## src/rtl/core/prt_pkg.sv

```systemverilog
// shared types, codes and helpers for the pending request tracker
// no dependencies
package prt_pkg;

    localparam int SLOTS     = 16;
    localparam int SLOT_W    = (SLOTS > 1) ? $clog2(SLOTS) : 1;
    localparam int DEV_W     = 11;
    localparam int CMD_W     = 8;
    localparam int TAG_W     = 8;
    localparam int TIME_W    = 32;
    localparam int RXID_W    = 29;
    localparam int LEN_W     = 7;
    localparam int PAY_W     = 64;
    localparam int CNT_W     = 32;
    localparam int NUM_CNT   = 8;
    localparam int CSEL_W    = 3;
    localparam int REPLY_LEN = 8;
    localparam logic [TIME_W-1:0] MAX_AGE_RESET = 32'd10000;

    // statistics counter indexes
    localparam logic [CSEL_W-1:0] CNT_TX         = 3'd0;
    localparam logic [CSEL_W-1:0] CNT_RX         = 3'd1;
    localparam logic [CSEL_W-1:0] CNT_RX_GOOD    = 3'd2;
    localparam logic [CSEL_W-1:0] CNT_TX_FAILED  = 3'd3;
    localparam logic [CSEL_W-1:0] CNT_DECL_PEND  = 3'd4;
    localparam logic [CSEL_W-1:0] CNT_DECL_FULL  = 3'd5;
    localparam logic [CSEL_W-1:0] CNT_TIMEOUT    = 3'd6;
    localparam logic [CSEL_W-1:0] CNT_RX_UNKNOWN = 3'd7;

    typedef logic [SLOT_W-1:0] t_slot_idx;

    typedef enum logic [1:0] {
        OP_SEND     = 2'd0,
        OP_RX_FRAME = 2'd1,
        OP_SWEEP    = 2'd2,
        OP_READ_CNT = 2'd3
    } t_opcode;

    typedef enum logic [3:0] {
        RS_SENT          = 4'd0,
        RS_DECL_PENDING  = 4'd1,
        RS_TX_FAILED     = 4'd2,
        RS_DECL_FULL     = 4'd3,
        RS_REPLY_MATCHED = 4'd4,
        RS_REPLY_UNKNOWN = 4'd5,
        RS_TIMEOUT       = 4'd6,
        RS_SWEEP_DONE    = 4'd7,
        RS_COUNTER       = 4'd8
    } t_status;

    typedef enum logic [1:0] {
        ST_IDLE,
        ST_SCAN,
        ST_FINISH
    } t_state;

    typedef struct packed {
        t_opcode             opcode;
        logic [DEV_W-1:0]    device_id;
        logic [CMD_W-1:0]    command_code;
        logic                tx_accepted;
        logic [TAG_W-1:0]    requester_tag;
        logic [TIME_W-1:0]   now_us;
        logic [RXID_W-1:0]   rx_frame_id;
        logic [LEN_W-1:0]    rx_length;
        logic [PAY_W-1:0]    rx_payload;
        logic [CSEL_W-1:0]   counter_select;
    } t_req_item;

    typedef struct packed {
        t_status             status;
        logic [3:0]          slot_index;
        logic [DEV_W-1:0]    result_device_id;
        logic [TAG_W-1:0]    result_tag;
        logic [PAY_W-1:0]    reply_payload;
        logic [CNT_W-1:0]    counter_value;
        logic                last;
    } t_rsp_item;

    typedef struct packed {
        logic [DEV_W-1:0]    device;
        logic [CMD_W-1:0]    command;
        logic [TIME_W-1:0]   stamp;
        logic [TAG_W-1:0]    requester;
    } t_slot_entry;

    // per-slot verdicts of the compare unit
    typedef struct packed {
        logic dup;
        logic rx_hit;
        logic expired;
    } t_slot_eval;

    // slot number as reported, modulo 16
    function automatic logic [3:0] slot_num(input t_slot_idx idx);
        logic [SLOT_W+3:0] w;
        w = {4'b0000, idx};
        return w[3:0];
    endfunction

    function automatic t_rsp_item make_rsp(
        input t_status          status,
        input logic [3:0]       slot,
        input logic [DEV_W-1:0] dev,
        input logic [TAG_W-1:0] tag,
        input logic [PAY_W-1:0] payload,
        input logic [CNT_W-1:0] cnt,
        input logic             last
    );
        t_rsp_item r;
        r.status           = status;
        r.slot_index       = slot;
        r.result_device_id = dev;
        r.result_tag       = tag;
        r.reply_payload    = payload;
        r.counter_value    = cnt;
        r.last             = last;
        return r;
    endfunction

endpackage

```

## src/rtl/core/prt_slot_store.sv

```systemverilog
// slot field memory: one write port, one registered read port
// depends on prt_pkg
module prt_slot_store
    import prt_pkg::*;
(
    input  logic        i_clk,
    input  logic        i_we,
    input  t_slot_idx   i_waddr,
    input  t_slot_entry i_wdata,
    input  t_slot_idx   i_raddr,
    output t_slot_entry o_rdata
);

    t_slot_entry r_mem [SLOTS];
    t_slot_entry r_rdata;

    always_ff @(posedge i_clk) begin
        if (i_we) begin
            r_mem[i_waddr] <= i_wdata;
        end
        r_rdata <= r_mem[i_raddr];
    end

    assign o_rdata = r_rdata;

endmodule

```

## src/rtl/core/prt_slot_unit.sv

```systemverilog
// shared compare unit: key match, reply match and age check for one slot
// depends on prt_pkg
module prt_slot_unit
    import prt_pkg::*;
(
    input  t_slot_entry       i_entry,
    input  logic              i_live,
    input  t_req_item         i_item,
    input  logic [TIME_W-1:0] i_max_age,
    output t_slot_eval        o_eval
);

    logic [TIME_W-1:0] age;
    logic [RXID_W-1:0] dev_ext;
    logic              len_ok;

    assign age     = i_item.now_us - i_entry.stamp;
    assign dev_ext = {{(RXID_W-DEV_W){1'b0}}, i_entry.device};
    assign len_ok  = (i_item.rx_length == LEN_W'(REPLY_LEN));

    always_comb begin
        o_eval.dup     = i_live && (i_entry.device == i_item.device_id)
                         && (i_entry.command == i_item.command_code);
        o_eval.rx_hit  = i_live && len_ok && (dev_ext == i_item.rx_frame_id)
                         && (i_entry.command == i_item.rx_payload[CMD_W-1:0]);
        o_eval.expired = i_live && (age > i_max_age);
    end

endmodule

```

## src/rtl/core/prt_stat_counters.sv

```systemverilog
// eight wrapping statistics counters with per-counter increment and one read mux
// depends on prt_pkg
module prt_stat_counters
    import prt_pkg::*;
(
    input  logic               i_clk,
    input  logic               i_rst_n,
    input  logic [NUM_CNT-1:0] i_inc,
    input  logic [CSEL_W-1:0]  i_sel,
    output logic [CNT_W-1:0]   o_value
);

    logic [CNT_W-1:0] r_cnt [NUM_CNT];

    always_ff @(posedge i_clk) begin
        for (int i = 0; i < NUM_CNT; i++) begin
            if (!i_rst_n) begin
                r_cnt[i] <= '0;
            end else if (i_inc[i]) begin
                r_cnt[i] <= r_cnt[i] + CNT_W'(1);
            end
        end
    end

    assign o_value = r_cnt[i_sel];

endmodule

```

## src/rtl/core/pending_request_tracker_core.sv

```systemverilog
// pending request tracker: send/reply/sweep/read over a table of SLOTS slots
// flow: send, rx frame and sweep scan the slots one per cycle through the shared compare unit
//   (a sweep hit stalls while the result register is full), then a finish state loads the result;
//   read goes straight to finish; a new item is taken only in idle, once the last result is registered
// reset: synchronous active low; clears live bits, counters and the age limit (10000 us);
//   slot fields are not cleared; depends on prt_pkg, slot store, slot unit, stat counters
module pending_request_tracker_core
    import prt_pkg::*;
(
    input  logic              i_clk,
    input  logic              i_rst_n,
    // request channel
    input  logic              i_in_valid,
    output logic              o_in_ready,
    input  t_req_item         i_in_data,
    // result channel
    output logic              o_out_valid,
    input  logic              i_out_ready,
    output t_rsp_item         o_out_data,
    // age limit write channel
    input  logic              i_cfg_valid,
    output logic              o_cfg_ready,
    input  logic [TIME_W-1:0] i_cfg_data
);

    // sequencer state
    t_state            r_state, n_state;
    t_req_item         r_item, n_item;
    t_slot_idx         r_idx, n_idx;
    logic [SLOTS-1:0]  r_live, n_live;
    logic [TIME_W-1:0] r_max_age;

    // scan results: first key/reply match and lowest free slot
    logic              r_found, n_found;
    t_slot_idx         r_found_idx, n_found_idx;
    logic [DEV_W-1:0]  r_hit_dev, n_hit_dev;
    logic [TAG_W-1:0]  r_hit_tag, n_hit_tag;
    logic              r_free_found, n_free_found;
    t_slot_idx         r_free_idx, n_free_idx;

    // output register
    logic              r_out_valid, n_out_valid;
    t_rsp_item         r_out, n_out;

    // datapath hookups
    t_slot_idx         rd_addr;
    t_slot_entry       rd_entry;
    t_slot_entry       wr_entry;
    logic              mem_we;
    t_slot_eval        eval;
    logic [NUM_CNT-1:0] inc_mask;
    logic [CNT_W-1:0]  cnt_value;
    logic              out_free;
    logic              scan_last;
    logic              scan_stall;

    assign out_free   = !r_out_valid || i_out_ready;
    assign scan_last  = (r_idx == SLOT_W'(SLOTS - 1));
    // a sweep hit has to wait until the result register can take it
    assign scan_stall = (r_item.opcode == OP_SWEEP) && eval.expired && !out_free;

    assign wr_entry.device    = r_item.device_id;
    assign wr_entry.command   = r_item.command_code;
    assign wr_entry.stamp     = r_item.now_us;
    assign wr_entry.requester = r_item.requester_tag;

    prt_slot_store u_store (
        .i_clk   (i_clk),
        .i_we    (mem_we),
        .i_waddr (r_free_idx),
        .i_wdata (wr_entry),
        .i_raddr (rd_addr),
        .o_rdata (rd_entry)
    );

    prt_slot_unit u_unit (
        .i_entry   (rd_entry),
        .i_live    (r_live[r_idx]),
        .i_item    (r_item),
        .i_max_age (r_max_age),
        .o_eval    (eval)
    );

    prt_stat_counters u_cnt (
        .i_clk   (i_clk),
        .i_rst_n (i_rst_n),
        .i_inc   (inc_mask),
        .i_sel   (r_item.counter_select),
        .o_value (cnt_value)
    );

    // next state
    always_comb begin
        n_state = r_state;
        unique case (r_state)
            ST_IDLE: begin
                if (i_in_valid) begin
                    n_state = (i_in_data.opcode == OP_READ_CNT) ? ST_FINISH : ST_SCAN;
                end
            end
            ST_SCAN: begin
                if (!scan_stall && scan_last) begin
                    n_state = ST_FINISH;
                end
            end
            ST_FINISH: begin
                if (out_free) begin
                    n_state = ST_IDLE;
                end
            end
            default: n_state = ST_IDLE;
        endcase
    end

    // sequencer actions
    always_comb begin
        n_item       = r_item;
        n_idx        = r_idx;
        n_live       = r_live;
        n_found      = r_found;
        n_found_idx  = r_found_idx;
        n_hit_dev    = r_hit_dev;
        n_hit_tag    = r_hit_tag;
        n_free_found = r_free_found;
        n_free_idx   = r_free_idx;
        n_out        = r_out;
        n_out_valid  = r_out_valid && !i_out_ready;
        inc_mask     = '0;
        mem_we       = 1'b0;
        rd_addr      = r_idx;
        o_in_ready   = 1'b0;

        unique case (r_state)
            ST_IDLE: begin
                o_in_ready = 1'b1;
                rd_addr    = '0;
                if (i_in_valid) begin
                    n_item       = i_in_data;
                    n_idx        = '0;
                    n_found      = 1'b0;
                    n_free_found = 1'b0;
                end
            end
            ST_SCAN: begin
                rd_addr = scan_stall ? r_idx : r_idx + SLOT_W'(1);
                if (!scan_stall) begin
                    n_idx = r_idx + SLOT_W'(1);
                    unique case (r_item.opcode)
                        OP_SEND: begin
                            if (eval.dup && !r_found) begin
                                n_found     = 1'b1;
                                n_found_idx = r_idx;
                            end
                            if (!r_live[r_idx] && !r_free_found) begin
                                n_free_found = 1'b1;
                                n_free_idx   = r_idx;
                            end
                        end
                        OP_RX_FRAME: begin
                            if (eval.rx_hit && !r_found) begin
                                n_found     = 1'b1;
                                n_found_idx = r_idx;
                                n_hit_dev   = rd_entry.device;
                                n_hit_tag   = rd_entry.requester;
                            end
                        end
                        OP_SWEEP: begin
                            // expired slot: report now, free it
                            if (eval.expired) begin
                                n_live[r_idx]         = 1'b0;
                                inc_mask[CNT_TIMEOUT] = 1'b1;
                                n_out_valid           = 1'b1;
                                n_out = make_rsp(RS_TIMEOUT, slot_num(r_idx),
                                                 rd_entry.device, rd_entry.requester,
                                                 '0, '0, 1'b0);
                            end
                        end
                        OP_READ_CNT: begin
                        end
                        default: begin
                        end
                    endcase
                end
            end
            ST_FINISH: begin
                if (out_free) begin
                    n_out_valid = 1'b1;
                    unique case (r_item.opcode)
                        OP_SEND: begin
                            priority if (r_found) begin
                                inc_mask[CNT_DECL_PEND] = 1'b1;
                                n_out = make_rsp(RS_DECL_PENDING, slot_num(r_found_idx),
                                                 r_item.device_id, r_item.requester_tag,
                                                 '0, '0, 1'b1);
                            end else if (!r_item.tx_accepted) begin
                                inc_mask[CNT_TX_FAILED] = 1'b1;
                                n_out = make_rsp(RS_TX_FAILED, 4'd0,
                                                 r_item.device_id, r_item.requester_tag,
                                                 '0, '0, 1'b1);
                            end else if (r_free_found) begin
                                inc_mask[CNT_TX]   = 1'b1;
                                mem_we             = 1'b1;
                                n_live[r_free_idx] = 1'b1;
                                n_out = make_rsp(RS_SENT, slot_num(r_free_idx),
                                                 r_item.device_id, r_item.requester_tag,
                                                 '0, '0, 1'b1);
                            end else begin
                                // frame went out, but no slot to track it
                                inc_mask[CNT_TX]        = 1'b1;
                                inc_mask[CNT_DECL_FULL] = 1'b1;
                                n_out = make_rsp(RS_DECL_FULL, 4'd0,
                                                 r_item.device_id, r_item.requester_tag,
                                                 '0, '0, 1'b1);
                            end
                        end
                        OP_RX_FRAME: begin
                            inc_mask[CNT_RX] = 1'b1;
                            if (r_found) begin
                                inc_mask[CNT_RX_GOOD] = 1'b1;
                                n_live[r_found_idx]   = 1'b0;
                                n_out = make_rsp(RS_REPLY_MATCHED, slot_num(r_found_idx),
                                                 r_hit_dev, r_hit_tag,
                                                 r_item.rx_payload, '0, 1'b1);
                            end else begin
                                inc_mask[CNT_RX_UNKNOWN] = 1'b1;
                                n_out = make_rsp(RS_REPLY_UNKNOWN, 4'd0, '0, '0,
                                                 '0, '0, 1'b1);
                            end
                        end
                        OP_SWEEP: begin
                            n_out = make_rsp(RS_SWEEP_DONE, 4'd0, '0, '0, '0, '0, 1'b1);
                        end
                        OP_READ_CNT: begin
                            n_out = make_rsp(RS_COUNTER, 4'd0, '0, '0, '0,
                                             cnt_value, 1'b1);
                        end
                        default: begin
                        end
                    endcase
                end
            end
            default: begin
            end
        endcase
    end

    // control registers
    always_ff @(posedge i_clk) begin
        if (!i_rst_n) begin
            r_state     <= ST_IDLE;
            r_live      <= '0;
            r_out_valid <= 1'b0;
            r_max_age   <= MAX_AGE_RESET;
        end else begin
            r_state     <= n_state;
            r_live      <= n_live;
            r_out_valid <= n_out_valid;
            if (i_cfg_valid) begin
                r_max_age <= i_cfg_data;
            end
        end
    end

    // payload and scan registers
    always_ff @(posedge i_clk) begin
        r_item       <= n_item;
        r_idx        <= n_idx;
        r_found      <= n_found;
        r_found_idx  <= n_found_idx;
        r_hit_dev    <= n_hit_dev;
        r_hit_tag    <= n_hit_tag;
        r_free_found <= n_free_found;
        r_free_idx   <= n_free_idx;
        r_out        <= n_out;
    end

    assign o_cfg_ready = 1'b1;
    assign o_out_valid = r_out_valid;
    assign o_out_data  = r_out;

`ifndef SYNTH
    // only sweep timeouts come out without the last flag
    assert property (@(posedge i_clk) disable iff (!i_rst_n)
        o_out_valid && !o_out_data.last |-> o_out_data.status == RS_TIMEOUT)
        else $error("non-final result that is not a timeout");

    // a transfer in starts a multi-cycle job
    assert property (@(posedge i_clk) disable iff (!i_rst_n)
        i_in_valid && o_in_ready |=> !o_in_ready)
        else $error("request taken while previous job still running");

    // a new request never lands on a live slot
    assert property (@(posedge i_clk) disable iff (!i_rst_n)
        mem_we |-> !r_live[r_free_idx])
        else $error("slot write over a live entry");

    // counter reads skip the slot scan
    assert property (@(posedge i_clk) disable iff (!i_rst_n)
        r_state == ST_SCAN |-> r_item.opcode != OP_READ_CNT)
        else $error("counter read entered the slot scan");
`endif

endmodule
```

## config.mk

```make
export PLATFORM = sky130hd
export DESIGN_NAME = pending_request_tracker_core
export DESIGN_NICKNAME = d
export VERILOG_FILES = /design/src/rtl/core/prt_pkg.sv /design/src/rtl/core/prt_slot_store.sv /design/src/rtl/core/prt_slot_unit.sv /design/src/rtl/core/prt_stat_counters.sv /design/src/rtl/core/pending_request_tracker_core.sv
export SDC_FILE = /design/constraint.sdc
export NUM_CORES = 2
export LEC_CHECK = 0
export BUFFER_PORTS_ARGS = -buffer_cell sky130_fd_sc_hd__buf_4
export CAP_MARGIN = 20
export CORE_ASPECT_RATIO = 1.5
export CORE_UTILIZATION = 49
export DETAILED_ROUTE_END_ITERATION = 10
export PLACE_DENSITY_LB_ADDON = 0.05
export REMOVE_ABC_BUFFERS = 1
export SYNTH_ARGS = -nofsm -noshare
export SYNTH_HDL_FRONTEND = slang
export SYNTH_HIERARCHICAL = 1
export SYNTH_SLANG_ARGS = --single-unit
```

## constraint.sdc

```tcl
create_clock -name i_clk -period 6.7 [get_ports i_clk]
set_input_delay 0.67 -clock i_clk [delete_from_list [all_inputs] [get_ports i_clk]]
set_output_delay 0.67 -clock i_clk [all_outputs]
set_load 0.05 [all_outputs]
```

; Word level (Yosys, flattened, before mapping)
; Memories as Yosys holds them, arrays and structs flattened. A register that Yosys moved wholly into a read port is not among the register bits.
; Cells that the tools add are included.
[word_totals]
n_memories = 2
in_bits = 202
output_inout_bits = 127
reg_bits = 373
latchBits = 0
elab_cells = 249
ram_bits = 1200
romBits = 0
[mem_list]
columns = name, depth, width, read_ports, rd_clocked_by_memory_dff, write_ports, line_no
row1 = u_store.r_mem, 16, 59, 1, 1, 1, prt_slot_store.sv:14  ; t_slot_entry r_mem [SLOTS];
row2 = u_cnt.r_cnt, 8, 32, 9, 1, 8, prt_stat_counters.sv:13  ; logic [CNT_W-1:0] r_cnt [NUM_CNT];
[op_classes]
bitwise = 14
mul = 0
div = 0
add_sub_neg = 10
reduce_logical = 39
n_eq_ne = 30
shifts = 0
n_mux = 119
order_cmp = 7
[ops]
columns = operator, n
row1 = 124-bit two-way mux, 4
row2 = 124-bit one-hot mux with 4 select lines, 1
row3 = 122-bit two-way mux, 3
row4 = "32-bit by 1-bit adder with 32-bit output, second input constant", 8
row5 = 32-bit two-way mux, 8
row6 = 124-bit one-hot mux with 2 select lines, 1
row7 = 16-bit two-way mux, 8
row8 = 121-bit two-way mux, 1
row9 = 1-bit two-way mux, 66
row10 = 16-bit one-hot mux with 2 select lines, 2
row11 = 16-bit bitwise AND, 2
row12 = 32-bit greater-than comparator, 1
row13 = 16-bit NOT, 2
row14 = 32-bit subtractor, 1
row15 = 11-bit by 29-bit == test with 1-bit output, 1
row16 = 4-bit one-hot mux with 2 select lines, 3
row17 = "3-bit inequality test, second input constant", 7
row18 = "2-bit inequality test, second input constant", 10
row19 = 8-bit == test, 2
row20 = 1-bit logical AND, 16
row21 = 4-bit two-way mux, 4
row22 = 16-bit OR, 1
row23 = "4-bit by 5-bit < comparator with 1-bit output, second input constant", 3
row24 = 5-bit AND reduction, 3
row25 = other kinds (26), 61

; Longest topological paths before layout
[depth]
ltp_word = 11
ltp_mapped = 28
ltp_nobuf = 24

; Cells and area by module
; The synthesis kept the hierarchy.
[by_module_without_submodules]
columns = mod, seq_area_each_um2, cells_per_inst, area_each_um2, n_inst
row1 = prt_slot_store, 29528.3, 1522, 36453.7, 1
row2 = prt_stat_counters, 7687.4, 1375, 15344.7, 1
row3 = pending_request_tracker_core, 10690.3, 867, 13878.3, 1
row4 = prt_slot_unit, 0.0, 470, 3288.2, 1

; Least setup slack after synthesis
; Ideal clock, no wire load.
[synth_path]
path_kind = register to register
start = reg r_item[103] (netlist bit)
end = reg r_out (netlist bit o_out_data[0]), enable pin
path_buffers = 0
setup_time_ns = 0.493
arrival_ns = 6.495
t_required_ns = 6.207
slack_ns = -0.288
stages_incl_launch_ff = 20
period_less_slack_ns = 6.988
cell_sequence = edfxtp_1 > inv_1 > ha_1 > inv_1 > fa_1 > a21oi_1 > o221ai_2 > a41oi_2 > a31oi_2 > a41oi_2 > xnor2_1 > ha_1 > nand4_1 > nor4_1 > nand2_1 > o221a_2 > a31oi_1 > nand2_1 > nor2_1 > o21a_1
[synth_lines]
columns = element, line_no
row1 = from (decl), pending_request_tracker_core.sv:28  ; t_req_item r_item, n_item;
row2 = from (signal assigned), pending_request_tracker_core.sv:266  ; r_item <= n_item;
row3 = to (signal assigned), pending_request_tracker_core.sv:274  ; r_out <= n_out;
row4 = to (decl), pending_request_tracker_core.sv:43  ; t_rsp_item r_out, n_out;

==> impl_metrics.env <==
export IMPL_outcome="finished, final reports clean"
export IMPL_grt_use_total=0.256
export IMPL_max_freq_mhz=157
export IMPL_synthToLayoutAreaGrowth_pct=17.2
export IMPL_post_route_util=0.578
export IMPL_fin_cells=6785
export IMPL_synth_xor_area_frac=0.0351
export IMPL_criticalPathCategory="flop to flop"
export IMPL_p_int_mw=22.6
export IMPL_grt_pass1_vias=39900
export IMPL_die_h_um=461
export IMPL_hold_ws_ns=0.0641
export IMPL_combPwrFrac=0.343
export IMPL_peakVddDrop_mv=0.329
export IMPL_place_area_um2=74300
export IMPL_synth_top_area_share=0.663
export IMPL_cts_htree_levels=4
export IMPL_crit_buf_inv=5
export IMPL_switching_share=0.343
export IMPL_wl_um=181000
export IMPL_postLayoutCellArea_um2=80800
export IMPL_syn_avg_cell_area_um2=16.3
export IMPL_synth_compound_area_frac=0.0434
export IMPL_clockBufferDepth=3
export IMPL_finalSetupTns_ns=0
export IMPL_cpMostUsedCell="nand2_1"
export IMPL_clock_sinks=1632
export IMPL_period_minus_slack_ns=6.35
export IMPL_drtIter0Drc=3514
export IMPL_slew_viol_final=0
export IMPL_initial_core_util=0.493
export IMPL_worstMarginPinSlew_ns=1.12
export IMPL_period_share=0.948
export IMPL_fillers=11000
export IMPL_p_seq_frac=0.401
export IMPL_avgViaCountPerCell=5.83
export IMPL_setup_viol=0
export IMPL_clock_latency_ns=0.80
export IMPL_ant_nets=0
export IMPL_startpoint="r_item[103]"
export IMPL_ys_seq_elements=1632
export IMPL_synth_mux_area_frac=0.110
export IMPL_grt_start_max_net_pins=84
export IMPL_grt_first_pass_wirelength_um=264000
export IMPL_place_gp_congestion=0.920
export IMPL_synth_async_reset_ratio=0
export IMPL_synth_top_family_by_area="multiplexers"
export IMPL_drt_pass1_iter_count=8
export IMPL_setup_slack_ns=0.345
export IMPL_skew_ns=0.0224
export IMPL_cts_tree="built"
export IMPL_max_slew_margin=0.254
export IMPL_maxCapViolCount=0
export IMPL_placed_cells=6349
export IMPL_postSynthCellCount=4234
export IMPL_cp_max_fo=28
export IMPL_crit_slowest_cell="fa_1"
export IMPL_netlist_area_um2=69000
export IMPL_total_power_mw=34.4
export IMPL_hold_viol=0
export IMPL_worstReg2RegStart="r_item[103]"
export IMPL_clock_root_buffer="clkbuf_16"
export IMPL_io_buffers=327
export IMPL_core_um2=140000
export IMPL_finalNetCount=5068
export IMPL_critPathRequiredTime_ns=7.37
export IMPL_synth_distinct_cells=89
export IMPL_cp_start_kind="flop"
export IMPL_post_place_ws_ns=0.107
export IMPL_drive_above_1_share=0.223
export IMPL_yosys_area_share_simple=0.0836
export IMPL_via_count=39600
export IMPL_die_area_um2=142000
export IMPL_remaining_drc_errors=0
export IMPL_slowest_delay_ns=0.41
export IMPL_yosysTopAreaCell="edfxtp_1"
export IMPL_ys_seq_area_frac=0.695
export IMPL_fp_row_count=168
export IMPL_switching_power_mw=11.8
export IMPL_synth_flop_cell="edfxtp_1"
export IMPL_yosys_warnings=6
export IMPL_dpl_hpwl_um=113000
export IMPL_die_x_um=308
export IMPL_grt_ovfl_total=0
export IMPL_path_clk_slew_ns=0.06
export IMPL_post_drt_wl_per_cell_um=26.7
export IMPL_io_pins=329
export IMPL_synth_edf_count=1522
export IMPL_pwr_share_clk=0.257
export IMPL_grt_antenna_before_repair=5
export IMPL_end_kind="flop"
export IMPL_synth_fa_ha_area_frac=0.0153
export IMPL_critPathArrivalTime_ns=7.02
export IMPL_crit_family="compound AO/OA/AOI/OAI gates"
export IMPL_synth_area_leaders="edfxtp_1 (66%), mux4_2 (9.9%), dfxtp_1 (3.2%)"
export IMPL_cts_buffers=155
export IMPL_hold_class="input port to flop"
export IMPL_hp_start="i_in_data[2]"
export IMPL_p_leak_nw=27.1
export IMPL_pwr_density_cell_nw_per_um2=425
area by class of cell:
class	instances	area (um2)	share of cell area
tap	1870	2340	0.0289
inverter	104	398	0.00492
sequential	1632	47900	0.593
timing repair buffer	585	5120	0.0633
clock buffer	194	4150	0.0513
multi-input combinational	2304	20000	0.248
antenna	3	7.51	0.0000929
clock inverter	93	902	0.0112
path summary, 6_finish.rpt:
path                                            end  slack (ns)  depth (start not counted)
worst min-delay path                      r_item[2]        0.06                          1
worst max register to register  u_store/o_rdata[20]        0.35                         26
worst min register to register         r_hit_tag[0]        0.44                          0
worst max-delay path            u_store/o_rdata[20]        0.35                         26
placed cells by master, fill, tap and decap left out, types with 113 or more instances in the layout:
| cell | n |
|---|---|
| a22oi_1 | 124 |
| mux4_2 | 303 |
| xor2_1 | 206 |
| clkbuf_16 | 158 |
| buf_4 | 426 |
| dlygate4sd3_1 | 124 |
| nand2_1 | 223 |
| nand3_1 | 113 |
| edfxtp_1 | 1522 |
| nor2_1 | 311 |
cell usage after synthesis (all sizes together) (18+ instances only):
master,number
dfxtp,110
mux2,32
edfxtp,1522
and2,113
clkbuf,124
a211oi,19
a221o,18
nand4,103
nor2b,41
nand2,223
nor4,35
nor3,33
inv,103
a22oi,125
xor2,206
or3,33
ha,83
nand3,113
o21ai,72
a21oi,99
mux2i,35
buf,70
mux4,304
and3,49
a21o,21
and4,23
nor2,324
xnor2,70
power by group through the flow:
stage | clock (mW) | combinational [mW] | sequential [mW]
2_1_floorplan | 0 | 6.14 | 15.2
3_3_place_gp | 0 | 11.7 | 14.0
3_5_place_dp | 0 | 11.7 | 14.0
4_1_cts | 9.01 | 11.8 | 13.8
5_1_grt | 9.36 | 12.6 | 13.9
6_report | 8.81 | 11.8 | 13.8
timing repair:
action                                 CTS  global route
hold buffers                           124             0
setup buffers                            0            17
gates resized for setup                  0             4
endpoints found under the hold margin  124             0
setup endpoints to repair                0            59
registers in the layout, summed over array words and instances, names as in the netlist, 11 cells and up:
| register | flops |
|---|---|
| r_item | 165 |
| r_hit_dev | 11 |
| r_live | 16 |
| r_max_age | 32 |
| o_out_data | 124 |
| u_store/o_rdata | 59 |
| u_store/r_mem | 944 |
| u_cnt/r_cnt | 256 |
worst reg2reg max path: stages (launching register included):
cell and delay, ns:
edfxtp_1 0.40, inv_1 0.10, ha_1 0.20, inv_1 0.07
fa_1 0.41, a21oi_1 0.24, o221ai_2 0.22, a41oi_2 0.30
a31oi_2 0.20, a41oi_2 0.29, xnor2_1 0.09, ha_1 0.28
nand4_1 0.15, nor4_1 0.36, nand2_1 0.14, o221a_2 0.27
a31oi_2 0.31, and4b_1 0.29, buf_4 0.14, nand2_1 0.05
a21oi_1 0.25, a21o_4 0.23, buf_12 0.25, buf_12 0.26
mux4_2 0.33, a22oi_1 0.29, nand2_1 0.09
metal layers:
layer | share of wire | global-route usage | routed length, um | vias to the layer above
met5 | 0.00016 | 0 | 29 | -
met4 | 0.036 | 0.0957 | 6510 | 6
met3 | 0.045 | 0.0336 | 8170 | 316
met2 | 0.51 | 0.444 | 93400 | 1186
met1 | 0.40 | 0.327 | 73200 | 20400
li1 | - | - | - | 17600
kinds of logic (layout without fill, tap and decap cells):
logic type / Yosys count / count (layout)
DFF: 1632 / 1632
other: 1 / 4
muxes: 371 / 371
AOI/OAI and AO/OA: 432 / 432
buffers and inverters: 298 / 976
adders and majority gates: 84 / 84
and+or+nand+nor: 1140 / 1140
xor gates and xnor gates: 276 / 276
(Power assumes the default switching activity.)
